<file path="src/rtl/core/bta_pkg.sv">
// Shared types and constants for the boundary-tag allocator core.
// No dependencies; every other file of the block imports this package.
`timescale 1ns / 1ps

package bta_pkg;

    localparam int ADDR_W    = 10;
    localparam int SIZE_W    = 11;
    localparam int SLACK_W   = 10;
    localparam int WORD_W    = 32;
    localparam int MAX_STORE = 1024;

    localparam logic CFG_TOTAL = 1'b0;
    localparam logic CFG_SLACK = 1'b1;

    typedef enum logic [1:0] {
        OP_INIT  = 2'd0,
        OP_ALLOC = 2'd1,
        OP_FREE  = 2'd2,
        OP_NOP   = 2'd3
    } t_opcode;

    typedef enum logic [5:0] {
        S_IDLE, S_INIT_H, S_INIT_F,
        S_A_BEGIN, S_A_RD, S_A_CHK, S_A_TAKE, S_A_EMPTY,
        S_A_RD_NXT, S_A_WR_NXT, S_A_RD_PR, S_A_WR_PR,
        S_A_RD_P, S_A_WR_TP, S_A_RD_F, S_A_WR_TF,
        S_A_WR_SZ, S_A_WR_NF, S_A_WR_H, S_A_WR_F, S_A_FAIL,
        S_F_BEGIN, S_F_RD_P, S_F_CHK, S_F_RD_L, S_F_LCHK, S_F_RD_R, S_F_RCHK,
        S_F_BRANCH, S_F_RD_S, S_F_WR_S, S_F_WR_PF,
        S_F_RD_Q, S_F_WR_Q, S_F_RD_Q1, S_F_WR_Q1, S_F_R_SELF, S_F_WR_PH,
        S_F_RD_TF, S_F_WR_TF, S_F_WR_SOLO,
        S_F_RD_ROV, S_F_WR_PLINK, S_F_RD_ROV2, S_F_WR_ROVLL,
        S_DONE
    } t_step;

    typedef struct packed {
        t_step step;
        logic  accept;
    } t_cmd;

    typedef struct packed {
        t_opcode op;
        logic    a_cont;
        logic    a_fit;
        logic    a_whole;
        logic    a_single;
        logic    empty;
        logic    f_oor;
        logic    f_bad;
        logic    p_zero;
        logic    t_in;
        logic    left;
        logic    right;
        logic    q1_is_t;
        logic    out_free;
    } t_stat;

endpackage

</file>
<file path="src/rtl/core/bta_ctrl.sv">
// Sequencing controller of the allocator: one step of an operation per state.
// Depends on bta_pkg; drives the datapath through t_cmd and reads t_stat.
`timescale 1ns / 1ps

module bta_ctrl import bta_pkg::*; (
    input  logic  i_clk,
    input  logic  i_rst_n,
    input  logic  i_in_valid,
    output logic  o_in_stall,
    input  t_stat i_stat,
    output t_cmd  o_cmd
);

    t_step r_state, n_state;

    always_ff @(posedge i_clk) begin
        if (!i_rst_n) begin
            r_state <= S_IDLE;
        end else begin
            r_state <= n_state;
        end
    end

    always_comb begin
        n_state      = r_state;
        o_cmd.step   = r_state;
        o_cmd.accept = (r_state == S_IDLE) && i_in_valid;
        o_in_stall   = (r_state != S_IDLE);
        unique case (r_state)
            S_IDLE: begin
                if (i_in_valid) begin
                    n_state = S_DONE;
                end
            end
            S_INIT_H:   n_state = S_INIT_F;
            S_INIT_F:   n_state = S_DONE;
            S_A_BEGIN:  n_state = i_stat.empty ? S_A_FAIL : S_A_RD;
            S_A_RD:     n_state = S_A_CHK;
            S_A_CHK: begin
                if (i_stat.a_cont) begin
                    n_state = S_A_RD;
                end else if (!i_stat.a_fit) begin
                    n_state = S_A_FAIL;
                end else begin
                    n_state = S_A_TAKE;
                end
            end
            S_A_TAKE: begin
                if (!i_stat.a_whole) begin
                    n_state = S_A_RD_P;
                end else if (i_stat.a_single) begin
                    n_state = S_A_EMPTY;
                end else begin
                    n_state = S_A_RD_NXT;
                end
            end
            S_A_EMPTY:  n_state = S_A_RD_P;
            S_A_RD_NXT: n_state = S_A_WR_NXT;
            S_A_WR_NXT: n_state = S_A_RD_PR;
            S_A_RD_PR:  n_state = S_A_WR_PR;
            S_A_WR_PR:  n_state = S_A_RD_P;
            S_A_RD_P:   n_state = i_stat.a_whole ? S_A_WR_TP : S_A_WR_SZ;
            S_A_WR_TP:  n_state = S_A_RD_F;
            S_A_RD_F:   n_state = S_A_WR_TF;
            S_A_WR_TF:  n_state = S_DONE;
            S_A_WR_SZ:  n_state = S_A_WR_NF;
            S_A_WR_NF:  n_state = S_A_WR_H;
            S_A_WR_H:   n_state = S_A_WR_F;
            S_A_WR_F:   n_state = S_DONE;
            S_A_FAIL:   n_state = S_DONE;
            S_F_BEGIN:  n_state = i_stat.f_oor ? S_DONE : S_F_RD_P;
            S_F_RD_P:   n_state = S_F_CHK;
            S_F_CHK: begin
                if (i_stat.f_bad) begin
                    n_state = S_DONE;
                end else if (!i_stat.p_zero) begin
                    n_state = S_F_RD_L;
                end else begin
                    n_state = i_stat.t_in ? S_F_RD_R : S_F_BRANCH;
                end
            end
            S_F_RD_L:   n_state = S_F_LCHK;
            S_F_LCHK:   n_state = i_stat.t_in ? S_F_RD_R : S_F_BRANCH;
            S_F_RD_R:   n_state = S_F_RCHK;
            S_F_RCHK:   n_state = S_F_BRANCH;
            S_F_BRANCH: begin
                if (i_stat.left) begin
                    n_state = S_F_RD_S;
                end else if (i_stat.right) begin
                    n_state = i_stat.q1_is_t ? S_F_R_SELF : S_F_RD_Q;
                end else begin
                    n_state = S_F_WR_PF;
                end
            end
            S_F_RD_S:   n_state = S_F_WR_S;
            S_F_WR_S:   n_state = i_stat.right ? S_F_RD_Q : S_F_WR_PF;
            S_F_WR_PF: begin
                if (i_stat.left) begin
                    n_state = S_DONE;
                end else begin
                    n_state = i_stat.empty ? S_F_WR_SOLO : S_F_RD_ROV;
                end
            end
            S_F_RD_Q:   n_state = S_F_WR_Q;
            S_F_WR_Q: begin
                n_state = (!i_stat.left && !i_stat.right) ? S_F_RD_ROV2 : S_F_RD_Q1;
            end
            S_F_RD_Q1:  n_state = S_F_WR_Q1;
            S_F_WR_Q1:  n_state = i_stat.left ? S_F_RD_TF : S_F_WR_PH;
            S_F_R_SELF: n_state = S_F_WR_PH;
            S_F_WR_PH:  n_state = S_F_RD_TF;
            S_F_RD_TF:  n_state = S_F_WR_TF;
            S_F_WR_TF:  n_state = S_DONE;
            S_F_WR_SOLO: n_state = S_DONE;
            S_F_RD_ROV: n_state = S_F_WR_PLINK;
            S_F_WR_PLINK: n_state = S_F_RD_Q;
            S_F_RD_ROV2: n_state = S_F_WR_ROVLL;
            S_F_WR_ROVLL: n_state = S_DONE;
            S_DONE:     n_state = i_stat.out_free ? S_IDLE : S_DONE;
            default:    n_state = S_IDLE;
        endcase
        // The operation is chosen from the opcode of the transfer itself.
        if (r_state == S_IDLE && i_in_valid) begin
            unique case (t_opcode'(i_stat.op))
                OP_INIT:  n_state = S_INIT_H;
                OP_ALLOC: n_state = S_A_BEGIN;
                OP_FREE:  n_state = S_F_BEGIN;
                OP_NOP:   n_state = S_DONE;
                default:  n_state = S_DONE;
            endcase
        end
    end

    a_done_to_idle: assert property (@(posedge i_clk) disable iff (!i_rst_n)
        (r_state == S_DONE && i_stat.out_free) |=> (r_state == S_IDLE))
        else $error("controller left the done state wrongly");

    a_walk_checks: assert property (@(posedge i_clk) disable iff (!i_rst_n)
        (r_state == S_A_CHK) |-> ($past(r_state) == S_A_RD))
        else $error("list walk check without a preceding read");

    a_empty_fail: assert property (@(posedge i_clk) disable iff (!i_rst_n)
        (r_state == S_A_BEGIN && i_stat.empty) |=> (r_state == S_A_FAIL))
        else $error("allocate on an empty list did not fail");

endmodule

</file>
<file path="config.mk">
export PLATFORM = sky130hd
export DESIGN_NAME = bta_ctrl
export DESIGN_NICKNAME = d
export VERILOG_FILES = /design/src/rtl/core/bta_pkg.sv /design/src/rtl/core/bta_ctrl.sv
export SDC_FILE = /design/constraint.sdc
export NUM_CORES = 1
export LEC_CHECK = 0
export BUFFER_PORTS_ARGS = -buffer_cell sky130_fd_sc_hd__buf_4
export CAP_MARGIN = 20
export CELL_PAD_IN_SITES_DETAIL_PLACEMENT = 2
export CELL_PAD_IN_SITES_GLOBAL_PLACEMENT = 2
export CORE_UTILIZATION = 32
export DETAILED_ROUTE_END_ITERATION = 8
export PLACE_DENSITY = 0.85
export SYNTH_ARGS = -nofsm -noshare
export SYNTH_HDL_FRONTEND = slang
export SYNTH_SLANG_ARGS = --single-unit
export TNS_END_PERCENT = 1
</file>
<file path="constraint.sdc">
create_clock -name i_clk -period 2.3 [get_ports i_clk]
set_input_delay 0.345 -clock i_clk [delete_from_list [all_inputs] [get_ports i_clk]]
set_output_delay 0.345 -clock i_clk [all_outputs]
set_load 0.02 [all_outputs]
</file>
==> results.yml <==
cells_and_area:
  num_antenna_cells: 0
  finish.instance_area_um2: 1460
  top_regs: "r_state (6)"
  final_cell_mix: "buf_4 (34), o21ai_0 (16), nor2_1 (13), nand2_1 (13), a21oi_1 (12)"
  layout_commonest_cell: "buf_4"
  largest_reg_flops: 6
  drive_above_1_share_pct: 22.6
  area_growth_pct: 22.4
  top_register: "r_state"
  finalNetCount: 219
clock_network:
  cts.sinks: 6
  cts_root_buf: "clkbuf_8"
  cts_tree: "built"
  cts_buffer_depth: 2
  cts_htree_levels: 1
  cts_resized: 0
  ctsHoldBuffers: 0
  clkLatencyLatePin_ns: 0.23
  cts_setup_buffers: 0
  clk_pin_slew_ns: 0.04
  numCtsBuffers: 3
global_route:
  grt_pass1_wl_mm: 9.28
  antenna_found_initial: 0
  grt_pass1_vias: 1649
  grt_use_total_pct: 30.2
  grt_max_degree: 27
  grt_overflow: 0
floorplanning:
  die-area_um2: 3990
  num_rows: 21
  die_w_um: 63.1
  core-area_um2: 3470
  die_y_um: 63.1
  initial_core_util_pct: 34.5
  io_pins: 26
sta:
  slew_headroom_pct: 56.1
  rsz0062_at_grt: "false"
  setup_viol: 0
  skew_ns: 0.00440
  hold_viol: 0
  tightestPinTransition_ns: 0.657
  drv_slew: 0
  period_needed_ns: 2.12
  max_freq_mhz: 472
  period_share_pct: 92.2
  setup_tns_ns: 0
  setup_slack_ns: 0.180
synth:
  synthesis.nets: 195
  netlist_area_um2: 1200
  synth-compound-area-share_pct: 37.1
  ys_seq_area_share_pct: 10.0
  synth_top_family_by_area: "simple AND/OR/NAND/NOR gates"
  synth-simple-area-share_pct: 38.9
  async_flop_share_pct: 0
  synth-edff-count: 0
  synth_top_area_share_pct: 10.0
  synth_xor_area_share_pct: 0.732
  syn-instance-count: 177
  synth-seq-cells: 6
  ys_warn_count: 0
  synthMuxAreaShare_pct: 0.837
  synth_cell_type_count: 54
  avgSynthCellArea_um2: 6.76
  synth_top_area_cell: "dfxtp_1"
  ys_top_cells_by_area: "dfxtp_1 (10%), o21ai_0 (6.7%), a21oi_1 (5.0%)"
  synth_ff_type: "dfxtp_1"
  synthAdderAreaFrac_pct: 0
routing:
  vias: 1559
  drt_iter0_drc: 64
  antenna_left: 0
  drc: 0
  dr.pass1.iters: 4
  drt-vias-per-instance: 6.36
  routedWlPerCell_um: 23.3
  wl_mm: 5.72
setup_path:
  worstSetupPathType: "reg2reg"
  crit_buf_inv: 0
  critPathMaxStageDelay_ns: 0.73
  startpoint_type: "register"
  cp.arrival_ns: 2.26
  critPathCaptureType: "register"
  cp_cell_sequence: "and2_1, nand4_1, o22ai_1, nor4b_4, a31oi_1"
  path_max_fanout: 20
  required_ns: 2.44
  cp_top_family: "simple AND/OR/NAND/NOR gates"
  cpMaxStageDelayCell: "dfxtp_1"
placed_design:
  dp_slack_ns: 0.243
  globalplace.congestion: 0.929
  port_buffers: 25
  place_area_um2: 1420
  dp_hpwl_mm: 4.31
power:
  switching_share_pct: 55.4
  peakVddDrop_mv: 0.361
  power.leakage_nw: 0.557
  p_comb_share_pct: 75.4
  p_int_uw: 760
  powerDensity_nw_per_um2: 1160
  switching_power_uw: 942
  clkPwrFrac_pct: 9.8
  seq_power_share_pct: 14.8
run:
  drv_cap: 0
worst_hold_path:
  hold_path_class: "in2reg"
status:
  status: "complete, no violations"
==> routing by layer <==
metal  track usage [%]  vias up  share of wire, %  wire length [um]
met5                 0        -                 0                 0
met4              10.2        0               2.1               120
met3              2.72       10               3.8               220
met2              52.0       50                49              2820
met1              39.0      790                45              2560
li1                  -      709                 -                 -
==> cells in the mapped netlist, types with 2 or more instances <==
cell        n
nand2b_1    8
o221ai_1    2
and3_1      2
a2bb2oi_1   3
a211oi_1    2
nand4b_1    3
nand2_1    13
o22ai_1     2
buf_6       3
nor4b_1     3
and2_1      2
a31oi_1     8
o21ai_0    16
nand3b_1    2
nand3_1     2
dfxtp_1     6
nor2_1     13
buf_2      10
nor2b_1     8
buf_4       3
inv_1      10
nor3_1      4
nand4_1     6
a21oi_1    12
a21boi_0    2
o211ai_1    2
a2111o_1    3
==> final timing paths <==
path | from | end | slack, ns | cells after the start
min reg2reg | r_state[5] | r_state[4] | 0.87 | 3
max | r_state[1] | r_state[2] | 0.18 | 5
min | i_rst_n | r_state[1] | 0.39 | 3
max reg2reg | r_state[1] | r_state[2] | 0.18 | 5
==> worst reg2reg max path: cells and delay by family (launching register included) <==
kind	cells	cell delay, ns
AOI/OAI and AO/OA	2	0.55
DFF	1	0.73
and+or+nand+nor	3	0.76
==> cell type report <==
class | instances | area [um2]
repair buffers | 35 | 275
well taps | 46 | 57.6
flip-flops and latches | 6 | 120
multi-input cells | 144 | 928
inverters | 11 | 41.3
clock buffers | 3 | 41.3
fillers | 425 | 2000
==> power groups by stage <==
stage	Combinational, mW	Clock (mW)	Sequential [mW]
4_1_cts	1.26	0.171	0.249
6_report	1.28	0.167	0.252
3_3_place_gp	1.20	0	0.243
3_5_place_dp	1.25	0	0.251
2_1_floorplan	0.845	0	0.235
5_1_grt	1.37	0.173	0.259
==> kinds of logic after synthesis <==
kind of cell,after synthesis
AND/OR/NAND/NOR,77
AO/OA/AOI/OAI,65
buffers and inverters,27
flip-flops,6
XOR/XNOR,1
multiplexers,1
==> stage by stage <==
step                      instances  util [%]  power [mW]  hold WS [ns]
after floorplan                 177         -        1.08         0.454
after global placement          242      41.0        1.44         0.619
after detailed placement        242      41.0        1.50         0.625
after CTS                       245      42.2        1.68         0.381
after global routing            245      42.2        1.80         0.396
final                           245      42.2        1.70         0.385
No activity file was read; power rests on OpenSTA's default activity.
